<file path="config.mk">
export PLATFORM = sky130hd
export DESIGN_NAME = msmd_ctrl
export DESIGN_NICKNAME = d
export VERILOG_FILES = /design/src/rtl/msmd_pkg.sv /design/src/rtl/msmd_ctrl.sv
export SDC_FILE = /design/constraint.sdc
export NUM_CORES = 1
export LEC_CHECK = 0
export BUFFER_PORTS_ARGS = -buffer_cell sky130_fd_sc_hd__buf_2
export CORE_MARGIN = 10
export CORE_UTILIZATION = 51
export DETAILED_ROUTE_END_ITERATION = 12
export PLACE_DENSITY = 0.88
export SETUP_SLACK_MARGIN = 0.4
export SYNTH_ARGS = -nofsm -noshare
export SYNTH_HDL_FRONTEND = slang
export SYNTH_SLANG_ARGS = --single-unit
</file>
<file path="constraint.sdc">
create_clock -name clk_i -period 2.46 [get_ports clk_i]
set_clock_uncertainty 0.15 [all_clocks]
set_input_delay 0.246 -clock clk_i [delete_from_list [all_inputs] [get_ports clk_i]]
set_output_delay 0.246 -clock clk_i [all_outputs]
set_load 0.01 [all_outputs]
</file>
<file path="src/rtl/msmd_pkg.sv">
// Shared types, constants and sine table function for the multichannel sine drive.
package msmd_pkg;

  localparam int CmdW      = 2;
  localparam int ChanW     = 4;
  localparam int StepW     = 32;
  localparam int OffsetW   = 16;
  localparam int GainW     = 16;
  localparam int SampleW   = 16;
  localparam int CountW    = 5;
  localparam int TickW     = 32;
  localparam int ChanIdxW  = 6;

  localparam logic [CmdW-1:0] CmdTick    = 2'd0;
  localparam logic [CmdW-1:0] CmdWrite   = 2'd1;
  localparam logic [CmdW-1:0] CmdRestart = 2'd2;

  localparam logic [StepW-1:0]         StepReset   = 32'd6835653;
  localparam logic [OffsetW-1:0]       OffsetReset = 16'd0;
  localparam logic signed [GainW-1:0]  GainReset   = 16'sd4096;
  localparam logic [CountW-1:0]        CountReset  = 5'd16;

  localparam real HalfPi = 1.5707963267948966;

  typedef struct packed {
    logic                wr_en;
    logic                clr_tick;
    logic                inc_tick;
    logic                issue_valid;
    logic [ChanIdxW-1:0] issue_chan;
    logic                issue_last;
  } msmd_cmd_t;

  typedef struct packed {
    logic advance;
    logic busy;
  } msmd_stat_t;

  function automatic logic signed [SampleW-1:0] sine_entry(input int k, input int qbits,
                                                           input real qstep);
    int  quarter;
    int  q;
    int  r;
    int  rr;
    int  m;
    real v;
    quarter = 1 << qbits;
    q       = k >> qbits;
    r       = k & (quarter - 1);
    rr      = ((q & 1) != 0) ? (quarter - r) : r;
    v       = 32767.0 * $sin(real'(rr) * qstep);
    m       = $rtoi(v + 0.5);
    if ((q & 2) != 0) begin
      m = -m;
    end
    return SampleW'(m);
  endfunction

endpackage

</file>
<file path="src/rtl/msmd_ctrl.sv">
// Controller: command decode, channel sequencing and channel count register.
module msmd_ctrl import msmd_pkg::*; #(
  parameter int CHANNELS = 16
) (
  input  logic              clk_i,
  input  logic              rst_ni,
  input  logic              cfg_valid_i,
  output logic              cfg_ready_o,
  input  logic [CountW-1:0] cfg_data_i,
  input  logic              in_valid_i,
  output logic              in_ready_o,
  input  logic [CmdW-1:0]   command_i,
  input  msmd_stat_t        stat_i,
  output msmd_cmd_t         cmd_o
);

  localparam int ChanBits = (CHANNELS > 1) ? $clog2(CHANNELS) : 1;

  localparam logic [1:0] StIdle  = 2'd0;
  localparam logic [1:0] StIssue = 2'd1;
  localparam logic [1:0] StDrain = 2'd2;

  logic [1:0]          state_q, state_d;
  logic [ChanBits-1:0] chan_q, chan_d;
  logic [CountW-1:0]   n_q, n_d;
  logic [CountW-1:0]   count_q;
  logic [CountW-1:0]   n_eff;
  logic                accept;
  logic                is_last;

  assign cfg_ready_o = 1'b1;
  assign in_ready_o  = (state_q == StIdle);
  assign accept      = in_valid_i && in_ready_o;
  assign n_eff       = (int'(count_q) > CHANNELS) ? CountW'(CHANNELS) : count_q;
  assign is_last     = ((7'(chan_q) + 7'd1) == 7'(n_q));

  always_ff @(posedge clk_i or negedge rst_ni) begin
    if (!rst_ni) begin
      count_q <= CountReset;
    end else if (cfg_valid_i && cfg_ready_o) begin
      count_q <= cfg_data_i;
    end
  end

  always_comb begin
    state_d = state_q;
    chan_d  = chan_q;
    n_d     = n_q;
    cmd_o   = '0;
    unique case (state_q)
      StIdle: begin
        if (accept) begin
          unique case (command_i)
            CmdTick: begin
              if (n_eff == '0) begin
                cmd_o.inc_tick = 1'b1;
              end else begin
                state_d = StIssue;
                chan_d  = '0;
                n_d     = n_eff;
              end
            end
            CmdWrite:   cmd_o.wr_en    = 1'b1;
            CmdRestart: cmd_o.clr_tick = 1'b1;
            default: ;
          endcase
        end
      end
      StIssue: begin
        if (stat_i.advance) begin
          cmd_o.issue_valid = 1'b1;
          cmd_o.issue_chan  = ChanIdxW'(chan_q);
          cmd_o.issue_last  = is_last;
          if (is_last) begin
            state_d = StDrain;
          end else begin
            chan_d = chan_q + ChanBits'(1);
          end
        end
      end
      StDrain: begin
        if (!stat_i.busy) begin
          cmd_o.inc_tick = 1'b1;
          state_d        = StIdle;
        end
      end
      default: state_d = StIdle;
    endcase
  end

  always_ff @(posedge clk_i or negedge rst_ni) begin
    if (!rst_ni) begin
      state_q <= StIdle;
      chan_q  <= '0;
      n_q     <= '0;
    end else begin
      state_q <= state_d;
      chan_q  <= chan_d;
      n_q     <= n_d;
    end
  end

endmodule

</file>
* Word level (Yosys, flattened, before mapping)
Index checks and enable logic that the tools add are counted.
** Storage, ports and cells
- Register bits after elaboration :: 16
- Output and inout port bits :: 13
** Cells by class
- Add/subtract/negate cells :: 2
- $lt $le $gt $ge :: 1
- Reduce and logical (&&, ||, !) cells :: 8
- Bitwise operators :: 1
- Mux-type cells :: 24
- Equal/unequal tests :: 12
** Operators by type and width (count)
- 4-bit 2-to-1 mux :: 5
- 8-bit 2-to-1 mux :: 2
- 2-bit 2-to-1 mux :: 7
- 6-bit AND reduction :: 2
- 2-bit inequality test (second input constant) :: 5
- 4-bit case mux with 2 select lines :: 1
- 2-bit case mux with 3 select lines :: 1
- 4-bit by 1-bit adder with 5-bit output (second input constant) :: 1
- 5-bit equality test :: 1
- 5-bit greater-than comparator (second input constant) :: 1
- 5-bit logical NOT :: 1
- 1-bit 2-to-1 mux :: 5
- 5-bit 2-to-1 mux :: 1
- 4-bit by 1-bit adder with 4-bit output (second input constant) :: 1
- 2-bit by 1-bit equality test with 1-bit output (second input constant) :: 2
- 2-bit equality test (second input constant) :: 2
- 2-bit logical NOT :: 2
- 2-bit by 1-bit inequality test with 1-bit output (second input constant) :: 2
- 4-bit AND reduction :: 1
- 3-bit 2-to-1 mux :: 1
- 1-bit case mux with 2 select lines :: 1
- 2-bit nonzero test :: 1
- 1-bit logical AND :: 1
- 1-bit inverter :: 1

* Longest topological paths before layout
- Depth in word-level cells :: 7
- Gate-level depth with buffers :: 6
- Mapped depth without buffers :: 6

* Least setup slack after synthesis
No wires, ideal clock.
- Kind :: reg-to-reg
- Start :: reg chan_q[0]
- End :: reg chan_q[0]
- Cell stages (with the launch flop) :: 7
- Data arrival time :: 1.611 ns
- Library setup time :: 0.121 ns
- Slack :: 0.578 ns
- Cell sequence :: dfrtp_1 -> ha_1 -> or2b_1 -> a21o_1 -> and4_4 -> o2bb2ai_4 -> a22o_1
** Between the ends
- Cells in the longest elaborated chain, start to end :: 4
- Elaborated cells between the ends (all ways) :: 8
- Those cells by class :: 2 x add/sub; 2 x eq/ne; 3 x mux; 1 x reduce/logical
** Ends and longest elaborated chain
- start, declared :: RTL line msmd_ctrl.sv:24 : logic [ChanBits-1:0] chan_q, chan_d;
- start signal, assigned :: RTL line msmd_ctrl.sv:98 : chan_q <= chan_d;
- 4-bit by 1-bit adder with 5-bit output / 4-bit by 1-bit adder with 4-bit output (equally long branches) :: RTL line msmd_ctrl.sv:35, msmd_ctrl.sv:77
- 5-bit equality test / 4-bit 2-to-1 mux (equally long branches) :: RTL line msmd_ctrl.sv:35, msmd_ctrl.sv:74
- 2-bit inequality test (no line) / 4-bit 2-to-1 mux (equally long branches)
- 6-bit AND reduction (no line) / 4-bit case mux with 2 select lines (equally long branches)
Parallel ways exist; a longest one is shown, timed or not. The select of a mux whose other input is x is not followed.
A chain may end at the register's enable or synchronous reset.

==> flow_summary.ini <==
[outcome]
run_status = complete, no violations

[drt]
firstDrtPassIters = 4
num_vias = 823
drcViolationCount = 0
drt_wl_total_um = 2600
avgRoutedWirePerCell_um = 16.9
ant_nets = 0
vias_per_cell = 5.34
drt-initial-drc-count = 23

[worst_setup_path]
cpPeakStageDelay_ns = 0.45
r2r_slack_ns = 0.43
startpoint_type = flop
crit_slowest_cell = dfrtp_2
worst_setup_path_end_kind = output port
crit_start = chan_q[0]
crit_type = reg2out
rr_endpoint = chan_q[0]
r2r-start = chan_q[0]
crit_family = flip-flops
path_max_fanout = 5
r2r_cells = 8
cp_data_arrival_time_ns = 1.72
path_cells = ha_4 > or2b_1 > a21o_1 > nand4_1 > nor2_1 > buf_2
critPathBufInv = 1
worstPathRequired_ns = 2.06

[grt]
overflow = 0
grt_max_degree = 17
grt_pass1_vias = 890
track_usage = 0.132
grt_pass1_wl_um = 4250
antenna_found_initial = 0

[timing]
min_period_over_period = 0.859
setup-tns-final_ns = 0
fin_crit_ns = 2.11
hold_viol_final = 0
drv_slew = 0
whs_ns = 0.0281
grt_setup_unrepaired = yes
setup_violations = 0
max_freq_mhz = 473

[die]
die_h_um = 63.5
coreArea_mm2 = 0.00176
start_util = 0.546
die_area_mm2 = 0.00403
die_w_um = 63.5
fp-row-count = 15
io_pins = 26

[synthesis]
async_reset_ff_frac = 1.00
ys_ff_latch = 16
synth_edf_count = 0
synth_area_per_cell_um2 = 10.4
syn-cell-area_um2 = 963
synth_flop_cell = dfrtp_1
ys_seq_area_frac = 0.417
yosysWarnings = 0
syn_inst = 93
synth_cell_types = 37

[layout]
syn2layout_area_growth_pct = 31.9
seqCellArea_um2 = 403
diodes = 0
drive_above_1_share = 0.450
fin_nets = 144
multi_input_area_um2 = 557
fillers = 134

[placement]
dp_hpwl_um = 1720
place_congestion = 0.877
port_buffers = 22

[power_and_ir_drop]
vdd_drop_max_mv = 0.903
power.density_mw_per_mm2 = 1180
p_leak_nw = 0.606

[clock_tree]
clkTransAtPathRegs_ns = 0.10
cts_tree = built
clockBufferDepth = 2
clock-sinks = 16
insertion_delay_ns = 0.30
numCtsBuffers = 3
cts_root_buffer = clkbuf_4
htreeDepth = 1

[hold_path]
min_to = count_q[2]
hp-start = cfg_data_i[2]
holdPathStages = 2
hold_class = in2reg

[flow_run]
maxCapViolCount = 0
-- Yosys cell counts (all sizes together), types with 3 or more instances --
master,n,area share
nor2,7,0.035
o21ai,7,0.036
inv,7,0.027
a32o,3,0.031
buf,4,0.029
and3,5,0.032
nand3b,4,0.031
dfrtp,15,0.39
mux2,5,0.058
nand2,6,0.023
-- routing by layer --
| metal | up-vias | GRT usage | wire, µm |
|---|---|---|---|
| met1 | 393 | 0.142 | 1050 |
| met4 | 0 | 0.101 | 97 |
| met5 | - | 0 | 0 |
| met3 | 7 | 0.0318 | 113 |
| li1 | 397 | - | - |
| met2 | 26 | 0.217 | 1340 |
-- timing repair --
action	in CTS	in global routing
buffers inserted	9	3
resized for setup	8	4
pin swaps	6	11
endpoints found under the setup margin	2	6
hold endpoints to repair	16	0
hold buffers	1	0
-- logic make-up (layout without fill, tap and decap cells) --
logic type      Yosys count  count (layout)  synth area share
simple gates             36              36             0.248
compound gates           18              18             0.149
flops                    16              16             0.417
buf+inv                  11              46            0.0558
mux                       5               5            0.0584
xor+xnor                  4               4            0.0507
other cells               2               3           0.00780
fa+ha+maj                 1               1            0.0130
-- power by group --
part / internal [mW] / switching, mW / total, mW
sequential: 0.356 / 0.106 / 0.462
combinational: 0.461 / 0.401 / 0.862
clock: 0.0904 / 0.0901 / 0.180
total: 0.907 / 0.597 / 1.50
-- how the worst max path moves through the flow --
| stage | to | slack (ns) | depth (start not counted) |
|---|---|---|---|
| finish | cmd_o[0] | 0.35 | 6 |
| global route | cmd_o[0] | 0.27 | 6 |
| CTS | cmd_o[8] | 0.38 | 5 |
| detailed placement | cmd_o[0] | 0.39 | 6 |
| global placement | cmd_o[0] | 0.44 | 6 |
| floorplan | chan_q[0] | 0.58 | 6 |
-- cell usage in the layout, fill, tap and decap left out, types with 3 or more instances in the layout --
cell type and n:
a32o_1 3, and3_1 4, buf_2 22, buf_4 10
clkbuf_4 3, conb_1 3, dfrtp_1 14, inv_1 7
mux2_2 5, nand2_1 6, nand3b_1 4, nor2_1 5
o21ai_1 5
-- through the flow --
stage	setup WS (ns)	util	std cells	area (µm²)	total power [mW]
after global routing	0.269	0.721	154	1270	1.61
after CTS	0.375	0.696	151	1230	1.36
final	0.346	0.721	154	1270	1.50
after global placement	0.443	0.613	137	1080	0.989
after floorplan	0.578	-	94	967	0.864
after detailed placement	0.385	0.613	137	1080	1.02
-- registers in the layout, indices dropped and copies added (netlist names) --
register and count:
count_q 5, n_q 5, chan_q 4, state_q 2
-- area by class of cell --
class,count,area share
repair buffers,35,0.171
flip-flops and latches,16,0.317
clock buffers,4,0.0285
multi-input cells,67,0.438
inverters,7,0.0207
well taps,25,0.0246
Note: power is estimated with default switching activity, not from simulation.
